--- config.mk ---
export PLATFORM = sky130hd
export DESIGN_NAME = max_free_gap_window
export DESIGN_NICKNAME = d
export VERILOG_FILES = /design/src/sv/mfgw_pkg.sv /design/src/sv/mfgw_front.sv /design/src/sv/mfgw_cell.sv /design/src/sv/max_free_gap_window.sv
export VERILOG_INCLUDE_DIRS = /design/src /design/src/sv
export SDC_FILE = /design/constraint.sdc
export NUM_CORES = 2
export LEC_CHECK = 0
export ABC_AREA = 1
export ABC_CLOCK_PERIOD_IN_PS = 139400
export BUFFER_PORTS_ARGS = -buffer_cell sky130_fd_sc_hd__buf_4
export CORE_UTILIZATION = 55
export DETAILED_ROUTE_END_ITERATION = 7
export PLACE_DENSITY_LB_ADDON = 0.2
export SLEW_MARGIN = 10
export SYNTH_ARGS = -nofsm -noshare
export SYNTH_HDL_FRONTEND = slang
export SYNTH_SLANG_ARGS = --single-unit
--- constraint.sdc ---
create_clock -name clk -period 139.4 [get_ports clk]
set_input_delay 34.85 -clock clk [delete_from_list [all_inputs] [get_ports clk]]
set_output_delay 34.85 -clock clk [all_outputs]
set_load 0.005 [all_outputs]
--- src/sv/max_free_gap_window_defines.svh ---
// ----------------------------------------------------------------------------
// max_free_gap_window_defines
// assertion macros for the free gap window top file; they expect clk and
// rst_n to be visible in the scope where they are used
// ----------------------------------------------------------------------------
`ifndef MAX_FREE_GAP_WINDOW_DEFINES_SVH
`define MAX_FREE_GAP_WINDOW_DEFINES_SVH

// same-cycle implication, disabled while in reset
`define MFGW_ASSERT_NOW(label, ante, cons) \
    label: assert property (@(posedge clk) disable iff (!rst_n) (ante) |-> (cons)) \
        else $error("mfgw same-cycle check failed");

// next-cycle implication, disabled while in reset
`define MFGW_ASSERT_NEXT(label, ante, cons) \
    label: assert property (@(posedge clk) disable iff (!rst_n) (ante) |=> (cons)) \
        else $error("mfgw next-cycle check failed");

`endif

--- src/sv/mfgw_pkg.sv ---
`timescale 1ns / 1ps
// ----------------------------------------------------------------------------
// mfgw_pkg
// types and constants shared by the free gap window modules
// ----------------------------------------------------------------------------
package mfgw_pkg;

    localparam int STAMP_W   = 32;
    localparam int MOVES_W   = 6;
    localparam int CFG_IDX_W = 1;

    typedef logic [STAMP_W-1:0]   stamp_t;
    typedef logic [MOVES_W-1:0]   moves_t;
    typedef logic [CFG_IDX_W-1:0] cfg_idx_t;

    // configuration register indexes
    localparam cfg_idx_t CFG_EVENT_END     = 1'b0;
    localparam cfg_idx_t CFG_MOVES_ALLOWED = 1'b1;

    // word handed from the front stage to the window stage
    typedef struct packed {
        logic   last;
        stamp_t gap_first;
        stamp_t gap_final;
    } front_word_t;

endpackage

--- src/sv/mfgw_front.sv ---
`timescale 1ns / 1ps
// ----------------------------------------------------------------------------
// mfgw_front
// input register stage: turns a meeting into its leading gap and, for the
// last meeting, the closing gap up to the event end
// ----------------------------------------------------------------------------
module mfgw_front
    import mfgw_pkg::*;
(
    input  logic        clk,
    input  logic        rst_n,
    input  logic        in_valid,
    output logic        in_stall,
    input  stamp_t      meeting_start,
    input  stamp_t      meeting_end,
    input  logic        last_meeting,
    input  stamp_t      event_end,
    input  logic        take,
    output logic        word_valid,
    output front_word_t word
);

    logic        valid_reg;
    logic        first_reg;
    stamp_t      prev_end_reg;
    front_word_t word_reg;
    front_word_t word_next;
    logic        accept;

    // hold the input while the window stage keeps the current word
    assign in_stall = valid_reg && !take;
    assign accept   = in_valid && !in_stall;

    // gap math, negative gaps clamp to zero
    always_comb
    begin
        word_next.last = last_meeting;
        if (first_reg)
        begin
            word_next.gap_first = meeting_start;
        end
        else
        begin
            word_next.gap_first = (meeting_start >= prev_end_reg)
                                ? meeting_start - prev_end_reg : '0;
        end
        word_next.gap_final = (event_end >= meeting_end) ? event_end - meeting_end : '0;
    end

    // control state
    always_ff @(posedge clk or negedge rst_n)
    begin
        if (!rst_n)
        begin
            valid_reg    <= 1'b0;
            first_reg    <= 1'b1;
            prev_end_reg <= '0;
        end
        else if (accept)
        begin
            valid_reg    <= 1'b1;
            first_reg    <= last_meeting;
            prev_end_reg <= meeting_end;
        end
        else if (take)
        begin
            valid_reg <= 1'b0;
        end
    end

    // payload
    always_ff @(posedge clk)
    begin
        if (accept)
        begin
            word_reg <= word_next;
        end
    end

    assign word_valid = valid_reg;
    assign word       = word_reg;

endmodule

--- src/sv/mfgw_cell.sv ---
`timescale 1ns / 1ps
// ----------------------------------------------------------------------------
// mfgw_cell
// one cell of the gap shift line: holds one past gap, hands it to the next
// cell on every push and offers it as the leaving gap when it is the tap
// ----------------------------------------------------------------------------
module mfgw_cell
    import mfgw_pkg::*;
#(
    parameter int IDX_W = 6,
    parameter int INDEX = 0
)
(
    input  logic             clk,
    input  logic             push,
    input  stamp_t           data_in,
    input  logic [IDX_W-1:0] tap_idx,
    output stamp_t           data_out,
    output stamp_t           tap_out
);

    stamp_t gap_reg;

    // shift on push
    always_ff @(posedge clk)
    begin
        if (push)
        begin
            gap_reg <= data_in;
        end
    end

    assign data_out = gap_reg;

    // masked tap, or-combined across the row
    assign tap_out = (tap_idx == IDX_W'(INDEX)) ? gap_reg : '0;

endmodule

--- src/sv/max_free_gap_window.sv ---
`timescale 1ns / 1ps
// ----------------------------------------------------------------------------
// max_free_gap_window
// largest sum of moves_allowed + 1 consecutive free gaps in a meeting stream
// ----------------------------------------------------------------------------
// Takes one meeting word per cycle while in_stall is low. A meeting that is
// not the last of its stream takes a single push; the last takes two, since
// its leading gap and its closing gap (up to event_end) both pass through the
// single sum-and-compare unit, one gap per push. The result word is registered
// after the closing gap and waits in an output register; meetings that are not
// last keep flowing while it is stalled, but a further last meeting waits. Past
// gaps live in a row of MAX_WINDOW cells that shift on every gap; the gap leaving
// the window is tapped at cell moves_allowed. There is no clearing pass after
// reset. Write configuration only between items.
`include "max_free_gap_window_defines.svh"

module max_free_gap_window
    import mfgw_pkg::*;
#(
    parameter int MAX_WINDOW = 64
)
(
    input  logic                 clk,
    input  logic                 rst_n,
    input  logic                 cfg_we,
    input  logic [CFG_IDX_W-1:0] cfg_index,
    input  logic [STAMP_W-1:0]   cfg_data,
    input  logic                 in_valid,
    output logic                 in_stall,
    input  logic [STAMP_W-1:0]   meeting_start,
    input  logic [STAMP_W-1:0]   meeting_end,
    input  logic                 last_meeting,
    output logic                 out_valid,
    input  logic                 out_stall,
    output logic [STAMP_W-1:0]   best_free_time
);

    localparam int IDX_W  = $clog2(MAX_WINDOW);
    localparam int SEEN_W = $clog2(MAX_WINDOW + 1);
    localparam int CMP_W  = (IDX_W > MOVES_W) ? IDX_W : MOVES_W;

    stamp_t            event_end_reg;
    moves_t            moves_reg;
    logic              word_valid;
    front_word_t       word;
    logic              take;
    logic              phase_reg;
    logic              out_free;
    logic              push;
    logic              emit;
    stamp_t            gap_sel;
    logic [CMP_W-1:0]  moves_ext;
    logic [CMP_W-1:0]  tap_full;
    logic [IDX_W-1:0]  tap_idx;
    stamp_t            cell_q [MAX_WINDOW];
    stamp_t            tap_q  [MAX_WINDOW];
    stamp_t            oldest;
    logic [SEEN_W-1:0] seen_reg;
    logic [SEEN_W-1:0] seen_next;
    stamp_t            sum_reg;
    stamp_t            sum_next;
    stamp_t            sum_add;
    stamp_t            best_reg;
    stamp_t            best_next;
    logic              slide;
    logic              out_valid_reg;
    stamp_t            best_free_time_reg;

    // configuration registers
    always_ff @(posedge clk or negedge rst_n)
    begin
        if (!rst_n)
        begin
            event_end_reg <= '0;
            moves_reg     <= '0;
        end
        else if (cfg_we)
        begin
            case (cfg_index)
                CFG_EVENT_END:     event_end_reg <= cfg_data;
                CFG_MOVES_ALLOWED: moves_reg     <= cfg_data[MOVES_W-1:0];
                default:           ;
            endcase
        end
    end

    // front stage
    mfgw_front u_front (
        .clk           (clk),
        .rst_n         (rst_n),
        .in_valid      (in_valid),
        .in_stall      (in_stall),
        .meeting_start (meeting_start),
        .meeting_end   (meeting_end),
        .last_meeting  (last_meeting),
        .event_end     (event_end_reg),
        .take          (take),
        .word_valid    (word_valid),
        .word          (word)
    );

    // push sequencing: the last word pushes its two gaps, leading gap first, then closing gap
    assign out_free = !out_valid_reg || !out_stall;
    assign push     = word_valid && (!phase_reg || out_free);
    assign emit     = push && phase_reg;
    assign take     = word_valid && (word.last ? (phase_reg && out_free) : 1'b1);
    assign gap_sel  = phase_reg ? word.gap_final : word.gap_first;

    always_ff @(posedge clk or negedge rst_n)
    begin
        if (!rst_n)
        begin
            phase_reg <= 1'b0;
        end
        else if (push)
        begin
            phase_reg <= word.last && !phase_reg;
        end
    end

    // tap position: window length minus one, capped by the row length
    assign moves_ext = CMP_W'(moves_reg);
    assign tap_full  = (moves_ext > CMP_W'(MAX_WINDOW - 1)) ? CMP_W'(MAX_WINDOW - 1)
                                                              : moves_ext;
    assign tap_idx   = tap_full[IDX_W-1:0];

    // row of gap cells
    genvar gi;
    generate
        for (gi = 0; gi < MAX_WINDOW; gi++)
        begin : g_cell
            stamp_t cell_in;
            if (gi == 0)
            begin : g_head
                assign cell_in = gap_sel;
            end
            else
            begin : g_link
                assign cell_in = cell_q[gi-1];
            end
            mfgw_cell #(
                .IDX_W (IDX_W),
                .INDEX (gi)
            ) u_cell (
                .clk      (clk),
                .push     (push),
                .data_in  (cell_in),
                .tap_idx  (tap_idx),
                .data_out (cell_q[gi]),
                .tap_out  (tap_q[gi])
            );
        end
    endgenerate

    // leaving gap: per-bit or over the masked taps
    genvar bi, ci;
    generate
        for (bi = 0; bi < STAMP_W; bi++)
        begin : g_bit
            logic [MAX_WINDOW-1:0] column;
            for (ci = 0; ci < MAX_WINDOW; ci++)
            begin : g_col
                assign column[ci] = tap_q[ci][bi];
            end
            assign oldest[bi] = |column;
        end
    endgenerate

    // window sum and running best
    always_comb
    begin
        slide   = seen_reg > SEEN_W'(tap_idx);
        sum_add = sum_reg + gap_sel;
        if (slide)
        begin
            sum_next  = sum_add - oldest;
            best_next = (sum_next > best_reg) ? sum_next : best_reg;
        end
        else
        begin
            sum_next  = sum_add;
            best_next = sum_add;
        end
        seen_next = (seen_reg == SEEN_W'(MAX_WINDOW)) ? seen_reg : seen_reg + SEEN_W'(1);
    end

    always_ff @(posedge clk or negedge rst_n)
    begin
        if (!rst_n)
        begin
            seen_reg <= '0;
            sum_reg  <= '0;
            best_reg <= '0;
        end
        else if (emit)
        begin
            seen_reg <= '0;
            sum_reg  <= '0;
            best_reg <= '0;
        end
        else if (push)
        begin
            seen_reg <= seen_next;
            sum_reg  <= sum_next;
            best_reg <= best_next;
        end
    end

    // output word register
    always_ff @(posedge clk or negedge rst_n)
    begin
        if (!rst_n)
        begin
            out_valid_reg <= 1'b0;
        end
        else if (emit)
        begin
            out_valid_reg <= 1'b1;
        end
        else if (!out_stall)
        begin
            out_valid_reg <= 1'b0;
        end
    end

    always_ff @(posedge clk)
    begin
        if (emit)
        begin
            best_free_time_reg <= best_next;
        end
    end

    assign out_valid      = out_valid_reg;
    assign best_free_time = best_free_time_reg;

    // checks
    `MFGW_ASSERT_NOW(a_phase_only_on_last, phase_reg, word_valid && word.last)
    `MFGW_ASSERT_NEXT(a_emit_fills_output, emit, out_valid_reg)
    `MFGW_ASSERT_NEXT(a_emit_clears_stream, emit, (seen_reg == '0) && (sum_reg == '0))
    `MFGW_ASSERT_NOW(a_seen_saturates, 1'b1, seen_reg <= SEEN_W'(MAX_WINDOW))

endmodule

==> summary.txt <==
Layout
  • Final instance area: 105000 µm²
  • Max reg flops: between 2k and 2.5k
  • Synthesis-to-layout area growth: 11.8%
  • Non-filler cells, final: 9993
  • Share of layout cells above drive strength 1: slightly below 9%
  • Nets: ~8k

Timing
  • Final slew viol count: 0
  • Unrepaired setup endpoints after global routing: false
  • Setup tns final: 0 ps
  • Worst slew margin: roughly 15%
  • Least-Margin Pin Slew: ~1300 ps
  • Finish-stage setup viols: 0
  • Final Critical Period: about 70000 ps
  • Final Hold Vio Count: 0
  • Fmax: around 14 MHz
  • Clock Skew: around 38 ps
  • Period utilization: 50.5%

Run status
  • Failing checks: DRC
  • Status: finished with violations

Power and ir drop
  • Switching power: a little over 0.9 mW
  • Clock power share: between 20 and 25%
  • P_leak: approximately 39 nW
  • Peak supply drop: about 38 µV
  • Total power: approximately 2.5 mW
  • Sequential Power Share: 44.5%
  • Internal: ~1.6 mW
  • Pwr per Cell Area: approximately 24 nW/µm²
  • Combinational power share: 31.4%
  • Switching Share: ~37%

Job
  • Max Cap Viol: 0

Synth
  • Mapped Area: about 94000 µm²
  • YS warnings: 0
  • Synth Net Count: 7661
  • Fraction of synthesis flops using an asynchronous set or reset pin: under 10%
  • Flops & latches, synth: around 2.3k
  • Yosys cell types: 57
  • Avg Inst Size Synth: around 13 µm²
  • Post-synth EDFFs: between 2k and 2.5k
  • Register area share after synthesis: 72.2%
  • Synth Flop Type: edfxtp_1
  • Post-Syn Instances: between 7k and 8k

Clock network
  • Clock tree buffer depth: 3
  • Cts repair resizes: 0
  • Skew-Pair Late Insertion Delay: between 800 and 900 ps
  • Clk pin slew, worst setup/hold paths: ~60 ps
  • CTS tree: done
  • Root Buffer Master: clkbuf_16
  • Total CTS buffers: 222
  • H-tree level count: 4
  • Clock sink count: 2290
  • # hold bufs at CTS: 0
  • Post-CTS Setup Bufs: 0

Floorplanning
  • Starting Density: about 55%
  • DIE WIDTH: between 400 and 500 µm
  • Die area: 173000 µm²
  • Ports: between 100 and 150
  • Core Region: about 170000 µm²
  • Chip height: a little over 400 µm
  • Rows: 151

Route
  • Routed wire length: 262000 µm
  • Routed wl met3: roughly 24000 µm
  • WL met2: between 100000 and 150000 µm
  • Met1 wire length: around 110000 µm
  • Initial DRT Pass Iterations: 8
  • DR iter-0 viols: ~8.1k
  • Uppermost layer routed: met5
  • DR WL/cell: 26.2 µm
  • Vias: 61.6k
  • Post-route DRC: 1
  • Via density: around 6.2
  • Antenna viol nets, final: 0

Place
  • GPL Wtd Cong: roughly 0.93
  • Hpwl dp: approximately 170000 µm
  • Cells after DPL: between 9k and 10k
  • Placed cell area: 98200 µm²
  • IO Port Bufs: 136

Critical path
  • Setup CP Type: input port to output pin
  • Reg2Reg Setup Slack: 128800 ps
  • Crit path DAT: 35550 ps
  • R2r endpoint: best_free_time[12]
  • Critical path endpoint category: output pin
  • Reg-to-reg startpoint: moves_ext[4]
  • Maximum net fanout on the critical path: 3
  • CP Launch Type: input port
  • CP Data Required Time: 104550 ps
  • Reg2Reg Depth: 34

Worst hold path
  • Hold Path End: g_cell[37].u_cell.data_out[6]
  • Worst hold path startpoint: g_cell[36].u_cell.data_out[6]
  • Worst min path class: flip-flop to flip-flop
  • Hold depth: 0

Global routing
  • Global route overflow: 0
  • Initial antenna violation count: 7
  • Vias in the first global route: roughly 59k
  • Pin count of the biggest net entering global routing: 204
  • Global-route wire length before repair: roughly 390000 µm
  • Total track usage: a little under a third
-- layout make-up --
type | count | area, µm²
inverter | 436 | 1650
timing repair buffer | 276 | 2140
clock buffer | 295 | 5970
antenna | 5 | 12.5
sequential | 2290 | 68000
fill | 12900 | 64400
multi-input combinational | 4357 | 23600
tap | 2218 | 2780
clock inverter | 116 | 1220
-- layout by cell type, fill, tap and decap left out, types with 54 or more instances in the layout --
cell type and n:
dfrtp_1 144, edfxtp_1 2145, o21ai_0 228, xor2_1 54, nor3_1 104, nor2_1 265, nand4_1 255, nand3_1 639
a221oi_1 147, nand2_1 1684, clkbuf_1 60, clkbuf_16 223, a22oi_1 55, a22o_1 167, a21oi_1 251, buf_4 270
inv_1 424, ha_1 166
-- worst max-delay path by stage --
| stage | end | depth (start not counted) | slack (ps) | startpoint |
|---|---|---|---|---|
| global route | in_stall | 6 | 68930 | out_stall |
| CTS | in_stall | 6 | 68990 | out_stall |
| detailed placement | in_stall | 6 | 68990 | out_stall |
| finish | in_stall | 6 | 69000 | out_stall |
| global placement | in_stall | 6 | 68890 | out_stall |
| floorplan | best_reg[22] | 5 | 45080 | out_stall |
-- through the flow --
stage	hold WS [ps]	utilization, %	worst slack (ps)
6_report	418	62.1	69000
5_1_grt	419	62.1	68930
4_1_cts	419	62.0	68990
3_5_place_dp	432	57.8	68990
3_3_place_gp	427	57.8	68890
2_1_floorplan	422	-	45080
-- kinds of logic (layout without fill, tap and decap cells) --
family	count (synthesis)	after routing	synth area share (%)
other	0	5	0
DFF	2290	2290	72.2
adders and majority gates	170	170	2.29
buffers and inverters	741	1123	3.09
xor gates and xnor gates	92	92	0.855
AOI/OAI and AO/OA	1014	1014	7.24
muxes	27	27	0.323
and+or+nand+nor	3054	3054	14.0
-- power groups by stage --
stage | logic, mW | clock network (mW) | registers [mW]
4_1_cts | 0.767 | 0.604 | 1.11
2_1_floorplan | 0.487 | 0 | 1.47
5_1_grt | 0.850 | 0.628 | 1.13
3_5_place_dp | 0.762 | 0 | 1.12
6_report | 0.781 | 0.598 | 1.11
3_3_place_gp | 0.756 | 0 | 1.11
-- synthesized netlist by cell type, types with 15 or more instances --
library cell / number / area share (%)
a2111oi_0: 17 / 0.16
a211oi_1: 15 / 0.12
a21o_1: 22 / 0.18
a21oi_1: 251 / 1.3
a221oi_1: 147 / 1.4
a22o_1: 167 / 1.6
a22oi_1: 55 / 0.44
buf_1: 36 / 0.14
buf_2: 86 / 0.46
clkbuf_1: 178 / 0.71
dfrtp_1: 144 / 3.8
edfxtp_1: 2145 / 68
ha_1: 166 / 2.2
inv_1: 427 / 1.7
mux2_2: 27 / 0.32
nand2_1: 1685 / 6.7
nand3_1: 639 / 3.4
nand4_1: 255 / 1.7
nor2_1: 299 / 1.2
nor3_1: 106 / 0.56
nor4_1: 35 / 0.23
o211ai_1: 18 / 0.14
o21ai_0: 228 / 1.2
o21bai_1: 23 / 0.18
xnor2_1: 38 / 0.35
xor2_1: 54 / 0.50
-- per-layer routing --
metal,up-vias,GRT usage (%)
met4,4,10.3
met2,2949,46.4
met3,433,5.20
met5,-,0
met1,30700,43.7
li1,27500,-
-- worst max-delay path, cell delays in order --
cell and delay (ps):
buf_4 110, nand2_1 130, nand2_1 120, nand2_1 120
inv_1 80, buf_4 140
Note: power is estimated with default switching activity, not from simulation.
